--- src/rtl/lups_pkg.sv ---
// Shared types, constants and codes for the LU pivot linear solver.
`default_nettype none
package lups_pkg;
    localparam int MAX_DIM = 8;
    localparam int FRAC_BITS = 16;
    localparam int IDX_W = $clog2(MAX_DIM);
    localparam int ADDR_W = 2 * IDX_W;
    localparam int DEPTH = MAX_DIM * MAX_DIM;
    localparam int SIZE_W = 4;
    localparam int DATA_W = 32;
    localparam int QDIV_W = DATA_W + FRAC_BITS;
    localparam logic [SIZE_W-1:0] SIZE_RESET = SIZE_W'(MAX_DIM);

    localparam logic signed [DATA_W-1:0] SAT_MAX = {1'b0, {(DATA_W-1){1'b1}}};
    localparam logic signed [DATA_W-1:0] SAT_MIN = {1'b1, {(DATA_W-1){1'b0}}};

    typedef logic [IDX_W-1:0] idx_t;
    typedef logic signed [DATA_W-1:0] word_t;

    typedef struct packed {
        logic start;
        word_t num;
        word_t den;
    } div_req_t;

    typedef struct packed {
        logic busy;
        logic done;
        word_t quo;
    } div_rsp_t;

    function automatic word_t sat64(input logic signed [63:0] v);
        if (v > 64'(SAT_MAX)) return SAT_MAX;
        if (v < 64'(SAT_MIN)) return SAT_MIN;
        return v[DATA_W-1:0];
    endfunction

    function automatic word_t qsub(input word_t a, input word_t b);
        logic signed [DATA_W:0] d;
        d = {a[DATA_W-1], a} - {b[DATA_W-1], b};
        if (d[DATA_W] != d[DATA_W-1]) return d[DATA_W] ? SAT_MIN : SAT_MAX;
        return d[DATA_W-1:0];
    endfunction

    function automatic word_t qround(input logic signed [63:0] p);
        logic signed [63:0] r;
        r = (p + (64'sd1 <<< (FRAC_BITS - 1))) >>> FRAC_BITS;
        return sat64(r);
    endfunction
endpackage
`default_nettype wire

--- src/rtl/lups_div.sv ---
// Serial restoring divider for saturated Q-format quotients.
`default_nettype none
module lups_div (
    input  wire logic clk,
    input  wire logic rst_n,
    input  wire lups_pkg::div_req_t req,
    output lups_pkg::div_rsp_t rsp
);
    localparam int W = lups_pkg::QDIV_W;
    localparam int CW = $clog2(W + 1);

    logic [W-1:0] quo_reg;
    logic [W:0] rem_reg;
    logic [W-1:0] dvs_reg;
    logic neg_reg;
    logic [CW-1:0] cnt_reg;
    logic busy_reg;
    logic done_reg;
    logic [W:0] trial;
    logic [W:0] shifted;
    logic signed [W:0] sq;
    logic [W-1:0] na;
    logic [W-1:0] nb;

    always_comb
    begin
        na = req.num[lups_pkg::DATA_W-1] ? W'(-{{(W-lups_pkg::DATA_W){req.num[31]}}, req.num})
                                         : W'({{(W-lups_pkg::DATA_W){1'b0}}, req.num});
        nb = req.den[lups_pkg::DATA_W-1] ? W'(-{{(W-lups_pkg::DATA_W){req.den[31]}}, req.den})
                                         : W'({{(W-lups_pkg::DATA_W){1'b0}}, req.den});
        shifted = {rem_reg[W-1:0], quo_reg[W-1]};
        trial = shifted - {1'b0, dvs_reg};
        sq = neg_reg ? -$signed({1'b0, quo_reg}) : $signed({1'b0, quo_reg});
    end

    always_ff @(posedge clk or negedge rst_n)
    begin
        if (!rst_n)
        begin
            busy_reg <= 1'b0;
            done_reg <= 1'b0;
            cnt_reg <= '0;
        end
        else
        begin
            done_reg <= 1'b0;
            if (req.start)
            begin
                busy_reg <= 1'b1;
                cnt_reg <= CW'(W);
                quo_reg <= na << lups_pkg::FRAC_BITS;
                rem_reg <= '0;
                dvs_reg <= nb;
                neg_reg <= req.num[31] ^ req.den[31];
            end
            else if (busy_reg)
            begin
                if (trial[W])
                begin
                    rem_reg <= shifted;
                    quo_reg <= {quo_reg[W-2:0], 1'b0};
                end
                else
                begin
                    rem_reg <= trial;
                    quo_reg <= {quo_reg[W-2:0], 1'b1};
                end
                cnt_reg <= cnt_reg - 1'b1;
                if (cnt_reg == CW'(1))
                begin
                    busy_reg <= 1'b0;
                    done_reg <= 1'b1;
                end
            end
        end
    end

    assign rsp.busy = busy_reg;
    assign rsp.done = done_reg;
    assign rsp.quo = lups_pkg::sat64(64'(sq));
endmodule
`default_nettype wire

--- config.mk ---
export PLATFORM = sky130hd
export DESIGN_NAME = lups_div
export DESIGN_NICKNAME = d
export VERILOG_FILES = /design/src/rtl/lups_pkg.sv /design/src/rtl/lups_div.sv
export SDC_FILE = /design/constraint.sdc
export NUM_CORES = 1
export LEC_CHECK = 0
export BUFFER_PORTS_ARGS = -buffer_cell sky130_fd_sc_hd__buf_2
export CORE_MARGIN = 5
export CORE_UTILIZATION = 40
export CTS_CLUSTER_SIZE = 25
export DETAILED_ROUTE_END_ITERATION = 6
export REMOVE_ABC_BUFFERS = 1
export SLEW_MARGIN = 5
export SYNTH_ARGS = -nofsm -noshare
export SYNTH_HDL_FRONTEND = slang
export SYNTH_SLANG_ARGS = --single-unit
--- constraint.sdc ---
create_clock -name clk -period 9.8 [get_ports clk]
set_clock_uncertainty 0.05 [all_clocks]
set_input_delay 0.49 -clock clk [delete_from_list [all_inputs] [get_ports clk]]
set_output_delay 0.49 -clock clk [all_outputs]
set_load 0.05 [all_outputs]
Word-level counts from Yosys, hierarchy flattened
Index checks and enable logic that the tools add are counted.
{"block": "totals", "regBits": 154, "input_bits": 67, "out_inout_bits": 34, "elab_cells": 44}
{"block": "classes", "add_sub_neg": 5, "n_lt_le_gt_ge": 2, "eq_ne": 1, "muxes": 23, "bitwise_logic": 1, "reduce_logical": 3}
{"op": "32-bit 2-to-1 mux", "n": 5}
{"op": "49-bit 2-to-1 mux", "n": 3}
{"op": "48-bit 2-to-1 mux", "n": 2}
{"op": "49-bit by 32-bit greater-than comparator with 1-bit output, second input constant", "n": 1}
{"op": "49-bit by 32-bit less-than comparator with 1-bit output, second input constant", "n": 1}
{"op": "48-bit negator with 49-bit output", "n": 1}
{"op": "49-bit by 48-bit subtractor with 49-bit output", "n": 1}
{"op": "48-bit negator", "n": 1}
{"op": "32-bit negator", "n": 1}
{"op": "31-bit 2-to-1 mux", "n": 1}
{"op": "6-bit 2-to-1 mux", "n": 2}
{"op": "1-bit 2-to-1 mux", "n": 10}
{"op": "6-bit by 1-bit == test with 1-bit output, second input constant", "n": 1}
{"op": "6-bit by 1-bit subtractor with 6-bit output, second input constant", "n": 1}
{"op": "2-bit AND reduction", "n": 2}
{"op": "2-bit nonzero test", "n": 1}
{"op": "1-bit bitwise XOR", "n": 1}

Depth between registers and ports, before layout
{"block": "depth", "word_depth": 7, "ltp_mapped": 13, "depth_no_buf": 12}

Worst setup path before layout
Ideal clock, no wire load.
{"block": "synth_timing", "kind": "reg-to-output", "start": "reg quo_reg[26]", "end": "out rsp[0] (netlist bit)", "t_arrival_ns": 3.921, "path_slack_ns": 5.339, "stages_incl_launch_ff": 11, "path_buffers": 1, "path_cell_list": "edfxtp_1 or4_1 or4_1 nor4_1 xor2_1 o31ai_1 nand2b_1 nor4_1 a31oi_1 clkbuf_1 o21ai_0"}
{"element": "from (decl)", "line_no": "lups_div.sv:12", "rtl": "logic [W-1:0] quo_reg;"}
{"element": "from (signal assigned)", "line_no": "lups_div.sv:51", "rtl": "quo_reg <= na << lups_pkg::FRAC_BITS;"}
{"element": "from (signal assigned)", "line_no": "lups_div.sv:61", "rtl": "quo_reg <= {quo_reg[W-2:0], 1'b0};"}
{"element": "from (signal assigned)", "line_no": "lups_div.sv:66", "rtl": "quo_reg <= {quo_reg[W-2:0], 1'b1};"}
{"element": "to (decl)", "line_no": "lups_div.sv:7", "rtl": "output lups_pkg::div_rsp_t rsp"}

==> key figures <==
Setup path
  – Crit path arrival time: 4.48 ns
  – Reg-to-reg endpoint: rem_reg[35]$_SDFFCE_PP0P_
  – Setup CP Type: reg -> out
  – CP Launch Type: flop
  – CP startpoint: quo_reg[4]$_SDFFCE_PP0P_
  – Worst Path Required: 9.26 ns
  – R2r worst-path depth: 13
  – Reg2reg setup slack: roughly 5 ns
  – CP Capture Type: output port
  – CP cell instances: nor4_4 > nand4_1 > or3_1 > o41ai_1 > xor2_1 > nand3_1 > or4b_4 > o41ai_4 > buf_4 > o21ai_0 > buf_2
  – Delay-heaviest family, CP: simple AND/OR/NAND/NOR gates
  – Max incr delay on CP: about 0.56 ns
  – Buffers and inverters on the worst path: 2
  – Worst r2r src: quo_reg[47]$_DFFE_PP_
  – Worst-path maximum fanout: 31
  – CP max-delay cell: or4b_4

Clock tree
  – Clock sink count: between 150 and 200
  – CTS buffer count: 17
  – Clock latency on the worst-skew pair: between 0.4 and 0.5 ns
  – PostCTS Resize Cnt: 0
  – Max clock buf depth: 2
  – CTS Root Cell: clkbuf_16
  – CTS tree: done
  – H-tree depth: 4
  – Clk slew on worst S/H paths: about 0.07 ns

Pwr
  – IR drop worst, VDD: ~0.12 mV
  – P_leak: around 5.4 nW
  – Logic pwr share: between 30 and 40%
  – Power density over the cells: approximately 180 mW/mm^2
  – Internal power: around 1.6 mW
  – NetSw: roughly 930 uW
  – Sw frac: around 37%
  – Power share of the clock group: about 29%
  – Seq pwr share: between 30% and 40%

STA
  – PnR worst setup slack: approximately 4.8 ns
  – Number of max-slew violations in the final report: 0
  – Count of final hold-check violations: 0
  – Final setup viols: 0
  – Period utilization: 51.2%
  – Unrepaired setup endpoints after global routing: false
  – Tmin final: approximately 5.0 ns
  – Fmax: about 200 MHz
  – Slew @ Worst Pin: around 1.1 ns
  – Setup_tns: 0 ns
  – Relative slew slack: between 20 and 30%

Worst hold path
  – Hold Path Depth: 1
  – HP Start: req[0]
  – Hold endpoint: dvs_reg[0]$_DFFE_PP_
  – Hold Crit Class: in -> reg

Synth
  – Share of synthesized registers carrying an async set or reset: 5.23%
  – Adder-cell area share of the yosys netlist: around 5.5%
  – Number of synthesized register bits: 153
  – Mux share of post-synthesis cell area: 1.70%
  – Combinational family with the most area after synthesis: compound AO/OA/AOI/OAI gates
  – Top post-synthesis cells by area: edfxtp_1 35%, xor2_1 5.7%, o21ai_0 5.3%
  – Unique masters post-synth: 76
  – Register area share after synthesis: 36.5%
  – Ys flop type: edfxtp_1
  – Synth Area per Inst: roughly 8.7 um^2
  – Yosys warnings: 0
  – Simple-Gate Fraction of Synth Area: about a fifth
  – Post-Synth XOR/XNOR Area: 9.62%
  – Largest area contributor in the netlist: edfxtp_1
  – Post-Syn Area: ~0.012 mm^2
  – Post-Syn Instances: 1,428
  – EDFF count, synth: about 150
  – Area fraction in compound gates after synthesis: between 20% and 30%
  – Synth top area share: between 30% and 40%

GRT
  – Total Routing Usage GR: 19.5%
  – First-pass GRT wire length: approximately 57,000 um
  – Initial antenna violation count: 0
  – Vias in the first global route: between 10,000 and 15,000
  – Largest net degree at the start of global routing: just under 60
  – Total grt overflow: 0

Placed design
  – Routability cong.: 0.882
  – Worst slack, placed: approximately 5.2 ns
  – Post-DP HPWL: approximately 25,000 um
  – Port Buffers: 100

Detailed routing
  – Avg WL per Cell: between 15 and 20 um
  – Drt first pass iters: 5
  – DRT Wirelength: roughly 35,000 um
  – Vias per cell: 5.85
  – Routed Antenna Nets: 0
  – Initial drt markers: just over 900
  – # DRC: 0
  – Overall via count from detail_route: 11,100

Layout
  – Share of post-route cells with drive strength above 1: between 10% and 20%
  – Register area: about 0.0046 mm^2
  – Fill cell count: approximately 3,000
  – Layout Nets: between 1,500 and 2,000
  – Commonest non-fill, non-tap cell in the layout: edfxtp_1
  – Multi-input logic area: around 0.0073 mm^2
  – Diode count: 0
  – Synthesis-to-layout area growth: 11.6%
  – Commonest cells after routing, fill and taps aside: 145 x edfxtp_1, 133 x o21ai_0, 120 x nor2_1

Die
  – DIE AREA: approximately 0.035 mm^2
  – # rows: 64
  – Initial Util: approximately 40%
  – Chip height: about 190 um
  – Placeable Area: between 0.03 and 0.04 mm^2
  – I/O pins: approximately 100
  – Chip Width: roughly 190 um

Run
  – Max cap viols: 0

Run status
  – Status: finished, final reports clean
## logic make-up (layout without fill, tap and decap cells)
logic type	Yosys count	count (layout)
other	1	16
AO/OA/AOI/OAI	434	434
flip-flops	153	153
adder cells (fa/ha/maj)	54	54
buffers and inverters	163	221
XOR/XNOR	137	137
multiplexers	21	21
AND/OR/NAND/NOR	465	465
## routing by layer
metal / global-route usage (%) / up-vias / share of wire (%)
met4: 5.02 / 0 / 1.6
met2: 33.0 / 250 / 48
met5: 0 / - / 0
met3: 2.90 / 38 / 4.5
li1: - / 5433 / -
met1: 26.2 / 5375 / 46
## layout make-up
class                      count  share of cell area, %
multi-input combinational   1127                   52.8
clock inverter                14                   1.38
clock buffer                  18                   3.08
tap                          396                   3.56
timing repair buffer         116                   4.49
inverter                      73                   1.97
sequential                   153                   32.7
## Yosys cell counts, types with 53 or more instances
| cell type | count |
|---|---|
| a21oi_1 | 65 |
| clkbuf_1 | 73 |
| edfxtp_1 | 145 |
| ha_1 | 53 |
| inv_1 | 73 |
| nand2_1 | 109 |
| nand3_1 | 57 |
| nor2_1 | 121 |
| o21ai_0 | 133 |
| xnor2_1 | 56 |
| xor2_1 | 81 |
## stage by stage
stage / power, mW / utilization, % / hold slack, ns / cells / instance area, um^2
finish: 2.51 / 45.4 / 0.232 / 1897 / 13900
global route: 2.66 / 45.4 / 0.235 / 1897 / 13900
CTS: 2.52 / 45.4 / 0.223 / 1897 / 13900
detailed placement: 1.80 / 43.3 / 0.457 / 1864 / 13300
global placement: 1.79 / 43.3 / 0.455 / 1864 / 13300
floorplan: 1.54 / - / 0.144 / 1353 / 12100
## worst register-to-register path, cell delays in order (launching register included)
cell	delay [ns]
edfxtp_1	0.44
inv_1	0.09
ha_1	0.23
fa_1	0.38
nand2b_1	0.19
a21o_1	0.19
a211oi_1	0.34
o21ai_0	0.22
a21oi_1	0.34
nor3_1	0.17
nor3_2	0.87
buf_4	0.47
nor4_1	0.11
a311o_1	0.34
## power by group through the flow
| stage | clock network, mW | logic (mW) | registers [mW] |
|---|---|---|---|
| global placement | 0 | 0.893 | 0.895 |
| CTS | 0.732 | 0.908 | 0.883 |
| finish | 0.717 | 0.911 | 0.884 |
| global route | 0.756 | 1.01 | 0.894 |
| detailed placement | 0 | 0.903 | 0.896 |
| floorplan | 0 | 0.661 | 0.876 |
## how the worst max path moves through the flow
| stage | to | slack [ns] | cells after the start |
|---|---|---|---|
| 2_1_floorplan | rsp[0] | 4.41 | 9 |
| 3_5_place_dp | rem_reg[35]$_SDFFCE_PP0P_ | 5.18 | 13 |
| 4_1_cts | rsp[0] | 4.78 | 11 |
| 5_1_grt | rsp[0] | 4.60 | 11 |
| 6_report | rsp[0] | 4.78 | 11 |
| 3_3_place_gp | rsp[0] | 5.30 | 11 |
## timing repair
item                                   in CTS  in global routing
hold buffers                                1                  0
endpoints found under the hold margin       4                  0
setup endpoints to repair                   0                  0
buffers inserted                            0                  0
Power figures use the tool's default switching activity.
